--- src/hdl/tcc_pkg.sv ---
// ----------------------------------------------------------------------------
// Triangle circumcircle package
// Widths, constants and the item type carried between the front and back parts.
// ----------------------------------------------------------------------------
`default_nettype none

package tcc_pkg;

  localparam int COORD_BITS = 24;

  localparam int DIFF_W = COORD_BITS + 1;
  localparam int PROD_W = 2 * DIFF_W;
  localparam int HD_W   = PROD_W + 1;
  localparam int SQ_W   = PROD_W;
  localparam int LO_W   = DIFF_W;
  localparam int HI_W   = SQ_W - LO_W;
  localparam int PP_W   = LO_W + 1 + DIFF_W;
  localparam int BC_W   = SQ_W + DIFF_W + 1;
  localparam int NUM_W  = BC_W + 1;
  localparam int NMAG_W = NUM_W - 1;
  localparam int DMAG_W = HD_W + 1;
  localparam int REM_W  = NMAG_W + 2;
  localparam int DD_W   = DMAG_W + 1;
  localparam int CAP_SH = 34;
  localparam int QBITS  = CAP_SH + 1;
  localparam int CMP_W  = DD_W + QBITS;
  localparam int UX_W   = QBITS + 1;
  localparam int PX_W   = UX_W + 1;
  localparam int S_W    = 2 * COORD_BITS + 1;
  localparam int ROOT_W = COORD_BITS + 1;
  localparam int TSQ_W  = 2 * ROOT_W + 1;
  localparam int RAD_W  = ROOT_W + 1;

  localparam int QDEPTH = 4;
  localparam int QPTR_W = $clog2(QDEPTH);

  typedef logic signed [COORD_BITS-1:0] coord_t;
  typedef logic signed [DIFF_W-1:0]     diff_t;
  typedef logic signed [PROD_W-1:0]     prod_t;
  typedef logic signed [HD_W-1:0]       hd_t;
  typedef logic        [SQ_W-1:0]       sq_t;
  typedef logic signed [PP_W-1:0]       pp_t;
  typedef logic signed [BC_W-1:0]       bc_t;
  typedef logic signed [NUM_W-1:0]      num_t;

  localparam logic [QBITS-1:0] CAP_MAG = QBITS'(1) << CAP_SH;
  localparam coord_t C_MAX = {1'b0, {(COORD_BITS-1){1'b1}}};
  localparam coord_t C_MIN = {1'b1, {(COORD_BITS-1){1'b0}}};

  typedef struct packed {
    logic [NMAG_W-1:0] nx_mag;
    logic [NMAG_W-1:0] ny_mag;
    logic              neg_x;
    logic              neg_y;
    logic [DMAG_W-1:0] dmag;
    coord_t            ax;
    coord_t            ay;
    logic              deg;
  } qitem_t;

endpackage

`default_nettype wire

--- src/hdl/tcc_queue.sv ---
// ----------------------------------------------------------------------------
// Triangle circumcircle queue
// Short first-in first-out queue that lets the front and back parts stall apart.
// ----------------------------------------------------------------------------
`default_nettype none

module tcc_queue import tcc_pkg::*; (
  input  wire logic clk,
  input  wire logic rst_n,
  input  wire logic push_valid,
  input  qitem_t    push_item,
  output logic      push_ready,
  output logic      pop_valid,
  output qitem_t    pop_item,
  input  wire logic take
);

  qitem_t            mem_r [QDEPTH];
  logic [QPTR_W-1:0] wp_r, rp_r;
  logic [QPTR_W:0]   cnt_r;
  logic              do_push, do_pop;

  assign push_ready = cnt_r != (QPTR_W+1)'(QDEPTH);
  assign pop_valid  = cnt_r != '0;
  assign pop_item   = mem_r[rp_r];
  assign do_push    = push_valid && push_ready;
  assign do_pop     = take && pop_valid;

  always_ff @(posedge clk) begin
    if (!rst_n) begin
      wp_r  <= '0;
      rp_r  <= '0;
      cnt_r <= '0;
    end else begin
      if (do_push) begin
        wp_r <= wp_r + 1'b1;
      end
      if (do_pop) begin
        rp_r <= rp_r + 1'b1;
      end
      if (do_push && !do_pop) begin
        cnt_r <= cnt_r + 1'b1;
      end else if (do_pop && !do_push) begin
        cnt_r <= cnt_r - 1'b1;
      end
    end
  end

  always_ff @(posedge clk) begin
    if (do_push) begin
      mem_r[wp_r] <= push_item;
    end
  end

endmodule

`default_nettype wire

--- config.mk ---
export PLATFORM = sky130hd
export DESIGN_NAME = tcc_queue
export DESIGN_NICKNAME = d
export VERILOG_FILES = /design/src/hdl/tcc_pkg.sv /design/src/hdl/tcc_queue.sv
export SDC_FILE = /design/constraint.sdc
export NUM_CORES = 1
export LEC_CHECK = 0
export BUFFER_PORTS_ARGS = -buffer_cell sky130_fd_sc_hd__buf_2
export CORE_MARGIN = 2
export CORE_UTILIZATION = 57
export CTS_CLUSTER_DIAMETER = 40
export DETAILED_ROUTE_END_ITERATION = 8
export GPL_TIMING_DRIVEN = 0
export MAX_ROUTING_LAYER = met4
export PLACE_DENSITY = 0.78
export SLEW_MARGIN = 30
export SYNTH_ARGS = -nofsm -noshare
export SYNTH_HDL_FRONTEND = slang
export SYNTH_SLANG_ARGS = --single-unit
--- constraint.sdc ---
create_clock -name clk -period 9.8 [get_ports clk]
set_clock_uncertainty 0.1 [all_clocks]
set_input_delay 1.96 -clock clk [delete_from_list [all_inputs] [get_ports clk]]
set_output_delay 1.96 -clock clk [all_outputs]
set_load 0.01 [all_outputs]
==> results of run 1 <==
## worst paths after layout
check,start,endpoint,slack [ps],depth (start not counted)
worst max-delay path,register,pop_item[164],5040,4
worst max register to register,cnt_r[0],mem_r[0][19],6730,7
worst min-delay path,wp_r[0],wp_r[0],420,2
worst min register to register,wp_r[0],wp_r[0],420,2
## power breakdown
group	total, mW	switching [mW]	internal (mW)
logic	3.00	1.56	1.44
clock network	4.29	1.71	2.58
registers	5.45	0.115	5.34
total	12.7	3.39	9.35
## per-layer routing
metal | track usage (%) | up-vias | share of wire (%)
li1 | - | 7421 | -
met1 | 28.8 | 9111 | 35
met2 | 39.1 | 711 | 52
met3 | 6.86 | 154 | 8.3
met4 | 11.6 | 0 | 4.2
met5 | - | - | 0
## placed cells by master (no fill, tap or decap), drive strengths merged
master	n
o21ai	1
mux2i	3
edfxtp	1020
or3	2
nor2b	1
fa	1
clkbuf	137
xor2	1
clkinv	39
inv	17
buf	596
diode	44
bufinv	15
mux4	255
and2	8
nand2	5
nor2	1
dfxtp	9
o31ai	1
xnor2	3
a21boi	2
ha	5
clkinvlp	9
o311ai	1
## worst max-delay path, delay by kind of cell (launching register included)
kind / cells / cell delay [ps]
mux: 1 / 390
buf+inv: 3 / 1320
flops: 1 / 340
## sequential cells by signal (all words and copies together), names as in the netlist, named ones only
register  cells
mem_r      1020
wp_r          2
rp_r          2
cnt_r         3
## stage by stage
step | setup WS [ps] | total power, mW
final | 5040 | 12.7
after global routing | 4880 | 13.2
after CTS | 4890 | 12.9
after detailed placement | 5280 | 8.54
after global placement | -3560 | 8.62
after floorplan | 982 | 7.49
## logic make-up after synthesis
| logic type | share of synthesized area [%] |
|---|---|
| buf+inv | 1.79 |
| flops | 82.2 |
| simple gates | 0.244 |
| mux | 15.4 |
| fa+ha+maj | 0.220 |
| compound gates | 0.107 |
| xor+xnor | 0.0934 |
## layout make-up
cell class | count | share of cell area, %
well taps | 864 | 2.36
plain buffers | 58 | 1.44
multi-input cells | 290 | 13.2
repair buffers | 542 | 6.98
clock buffers | 133 | 6.46
inverters | 3 | 0.0246
clock inverters | 77 | 1.98
flip-flops and latches | 1029 | 67.3
diodes | 44 | 0.241
==> out/results.txt, run 1 <==
outcome: completed
gr usage total: 24.4%
Cell Count, Final, Fillers Out: 3040
crit-path most repeated cell: buf_2
first-pass GRT wire length: 117000 um
area of the multi-input gates: 6030 um^2
worst slew pin tran: 924 ps
Die Ht: 261 um
final setup vio count: 0
clk_lat worst skew: 650 ps
detailed-route vias per instance: 5.72
Final Hold Violating Endpoints: 0
Syn Inst Count: 1380
Hold Crit Class: register to register
Area Growth Syn to Fin: 22.0%
setup tns final: 0 ps
initial antenna violation count: 42
vias in the first global route: 18500
sequential share of the synthesized area: 82.2%
Nets: 2301
syn avg cell area: 27.2 um^2
post-synth cell types: 23
Post-synth ARST share: 0%
grt ovf: 0
residual DRC count: 0
syn_nets: 1645
Vias: 17400
ys flop type: edfxtp_1
largest stage delay on the critical path: 700 ps
CTS H-tree lvls: 3
starting density of the core: 57.3%
WL final: 80400 um
Placed Area: 41800 um^2
crit path time final: 4760 ps
headroom to the max-slew limit: 38.4%
GP Congestion: 0.785
Worst EP required: 7740 ps
maximum clock rate: 0.210 GHz
Design Area, Final: 45800 um^2
largest net degree at the start of global routing: 41
unrepaired setup endpoints after global routing: false
CP arrival: 2700 ps
critical path class: register to primary output
Setup Fix Bufs, Post-CTS: 0
CTS tree: yes
final design utilization: 70.0%
fin. max-slew vios: 0
crit path launch type: register
PostCTS Resize Cnt: 0
register area: 30800 um^2
layout cell share with drive strength beyond 1: 48.6%
critical path cell sequence: clkbuf_1 > buf_2 > mux4_2 > buf_2
die area: 67900 um^2
most common cell in the netlist: edfxtp_1
CP Capture Type: primary output
Die X-Extent: 261 um
placed instance count: 2786
worst hold margin: 416 ps
Yosys top cell by area: edfxtp_1
Max FO, Critical Path: 10
Root Buffer: clkbuf_16
Yosys Warn Count: 0
# fillers: 3806
drt first pass iters: 5
Post-synth EDFFs: 1020
Max-Cap Viols: 0
most instantiated cells after synthesis: 1020 x edfxtp_1, 255 x mux4_2, 25 x buf_2
ANT nets after route: 0
Leakage: 15.4 nW
dpl hpwl: 49600 um
# IOs: 516
period utilization: 48.5%
Peak VDD IR: 0.186 mV
flops & latches, synth: 1029
top-area cell type share of the netlist area: 81.7%
Routed WL per cell: 26.5 um
floorplan row count: 94
Clock transition at path regs: 50 ps
core area: 65400 um^2
worst-case clock buffer depth: 3
number of DRC markers in iteration 0: 1499
cell area power density: 278 nW/um^2
Crit-path slowest cell: clkbuf_1
Cell Area, Synth: 37500 um^2
hold buffer count at cts: 0
largest cells by area after synthesis: edfxtp_1 82%, mux4_2 15%, buf_12 1.2%
I/O Buffers: 514
CTS sink count: 1029
CTS buffer count: 112
(Power assumes the default switching activity.)
==> run 2: changes to the inputs <==
CORE_UTILIZATION = 51   (was 57)
PLACE_DENSITY = 0.74   (was 0.78)
clock period = 3.9 ns   (was 9.8 ns; I/O delays follow)
==> run 2 against run 1 <==
Net effect: clock power rose to 2.5 times the previous value; critical path depth did not move; global-route usage fell by 3.4 points; sequential power rose to 2.5 times the previous value; first-iteration DRC count fell by 22%; critical path type unchanged.
==> out/results.txt, run 2 (synthesized netlist as in run 1, its figures left out) <==
first-pass GRT wire length: 113000 um (-2.9%)
Cell Count, Final, Fillers Out: 3134 (+3.1%)
Routed WL per cell: 24.9 um (-6.0%)
setup tns final: 0 ps (unchanged)
Final Hold Violating Endpoints: 0 (unchanged)
Worst EP required: 3020 ps (-4720 ps)
Setup Fix Bufs, Post-CTS: 0 (unchanged)
largest stage delay on the critical path: 670 ps (-30 ps)
CTS buffer count: 116 (+3.6%)
initial antenna violation count: 33 (-21%)
crit-path most repeated cell: buf_2
final design utilization: 63.2% (-6.8 points)
Leakage: 15.5 nW (+0.37%)
Vias: 17300 (-0.75%)
most common cell after layout, fill and taps aside: edfxtp_1
gr usage total: 21.0% (-3.4 points)
starting density of the core: 51.5% (-5.9 points)
PostCTS Resize Cnt: 0 (unchanged)
max reg flops: 1020 (unchanged)
die area: 75700 um^2 (+12%)
dpl hpwl: 50700 um (+2.2%)
Clock transition at path regs: 60 ps (about the same)
layout cell share with drive strength beyond 1: 48.8% (+0.17 points)
number of DRC markers in iteration 0: 1165 (-22%)
family with the most delay on the worst path: buffers and inverters
total power: 32.1 mW (+150%)
drt first pass iters: 5 (unchanged)
Max FO, Critical Path: 10 (unchanged)
Peak VDD IR: 0.614 mV (+230%)
Root Buffer: clkbuf_16
fin. max-slew vios: 0 (unchanged)
CP Capture Type: primary output
vias in the first global route: 18400 (-0.33%)
crit path time final: 3680 ps
unrepaired setup endpoints after global routing: false
largest net degree at the start of global routing: 43 (+4.9%)
Design Area, Final: 46000 um^2 (+0.56%)
ANT nets after route: 0 (unchanged)
outcome: completed
worst slew pin tran: 889 ps (-35.3 ps)
Die X-Extent: 275 um (+5.6%)
worst hold margin: 227 ps (-189 ps)
floorplan row count: 99 (+5.3%)
worst-case clock buffer depth: 3 (unchanged)
WP buf/inv: 3 (unchanged)
commonest non-fill, non-tap cells in the layout: 1020 x edfxtp_1, 539 x buf_2, 255 x mux4_2
Reg with most FFs: mem_r
Setup WS post-layout: 222 ps (-4820 ps)
# IOs: 516 (unchanged)
GP Congestion: 0.767 (-2.3%)
CP arrival: 2800 ps (+100 ps)
Placed Area: 41900 um^2 (+0.38%)
Nets: 2307 (+0.26%)
Max-Cap Viols: 0 (unchanged)
top flop regs: mem_r (1020), cnt_r (3)
detailed-route vias per instance: 5.51 (-3.7%)
cell area power density: 698 nW/um^2 (+150%)
headroom to the max-slew limit: 40.7% (+2.4 points)
Area Growth Syn to Fin: 22.7%
CTS sink count: 1029 (unchanged)
critical path class: register to primary output
period utilization: 94.3%
critical path cell sequence: clkbuf_1 > buf_2 > mux4_2 > buf_2
CTS H-tree lvls: 3 (unchanged)
crit path launch type: register
Die Ht: 275 um (+5.6%)
Hold Crit Class: primary input to register
core area: 72800 um^2 (+11%)
hold buffer count at cts: 0 (unchanged)
Placement Setup Slack: 621 ps (-4660 ps)
final setup vio count: 0 (unchanged)
residual DRC count: 0 (unchanged)
maximum clock rate: 0.272 GHz
grt ovf: 0 (unchanged)
WL final: 77900 um (-3.1%)
I/O Buffers: 514 (unchanged)
Crit-path slowest cell: clkbuf_1
clk_lat worst skew: 660 ps (about the same)
placed instance count: 2883 (+3.5%)
CTS tree: yes
==> run 2: cell types whose count changed in the layout (fill, tap and decap cells not counted), moves of 3 or more <==
cell and delta:
clkbuf_8 -3, clkinv_2 -7, diode_2 -10, clkbuf_16 +5
inv_6 +6, inv_8 +3
==> run 2: path summary, 6_finish.rpt <==
| path | start | end | slack (ps) | cells after the start |
|---|---|---|---|---|
| worst min-delay path | push_item[116] | mem_r[1][116] | 230 | 1 |
| worst max register to register | cnt_r[0] | mem_r[0][146] | 970 | 7 |
| worst max-delay path | register | pop_item[125] | 220 | 4 |
| worst min register to register | wp_r[0] | wp_r[0] | 410 | 2 |
==> run 2: cell type report <==
class	instances	area (um^2)
sequential	1029	30800
fill	4796	26800
multi-input combinational	290	6030
timing repair buffer	544	3230
clock buffer	135	3040
tap	959	1200
clock inverter	82	941
buffer	58	661
antenna	34	85.1
inverter	3	11.3
==> run 2: power breakdown <==
| part | leakage, nW | internal, mW | total, mW | switching (mW) |
|---|---|---|---|---|
| clock network | 1.91 | 6.54 | 10.9 | 4.38 |
| logic | 4.15 | 3.63 | 7.52 | 3.89 |
| registers | 9.42 | 13.4 | 13.7 | 0.263 |
==> run 2: metal layers <==
metal / vias up / GRT usage, % / share of wire, %
met3: 166 / 6.47 / 8.1
met5: - / - / 0
met1: 9059 / 24.8 / 37
met2: 633 / 34.0 / 52
li1: 7409 / - / -
met4: 0 / 8.38 / 3.5
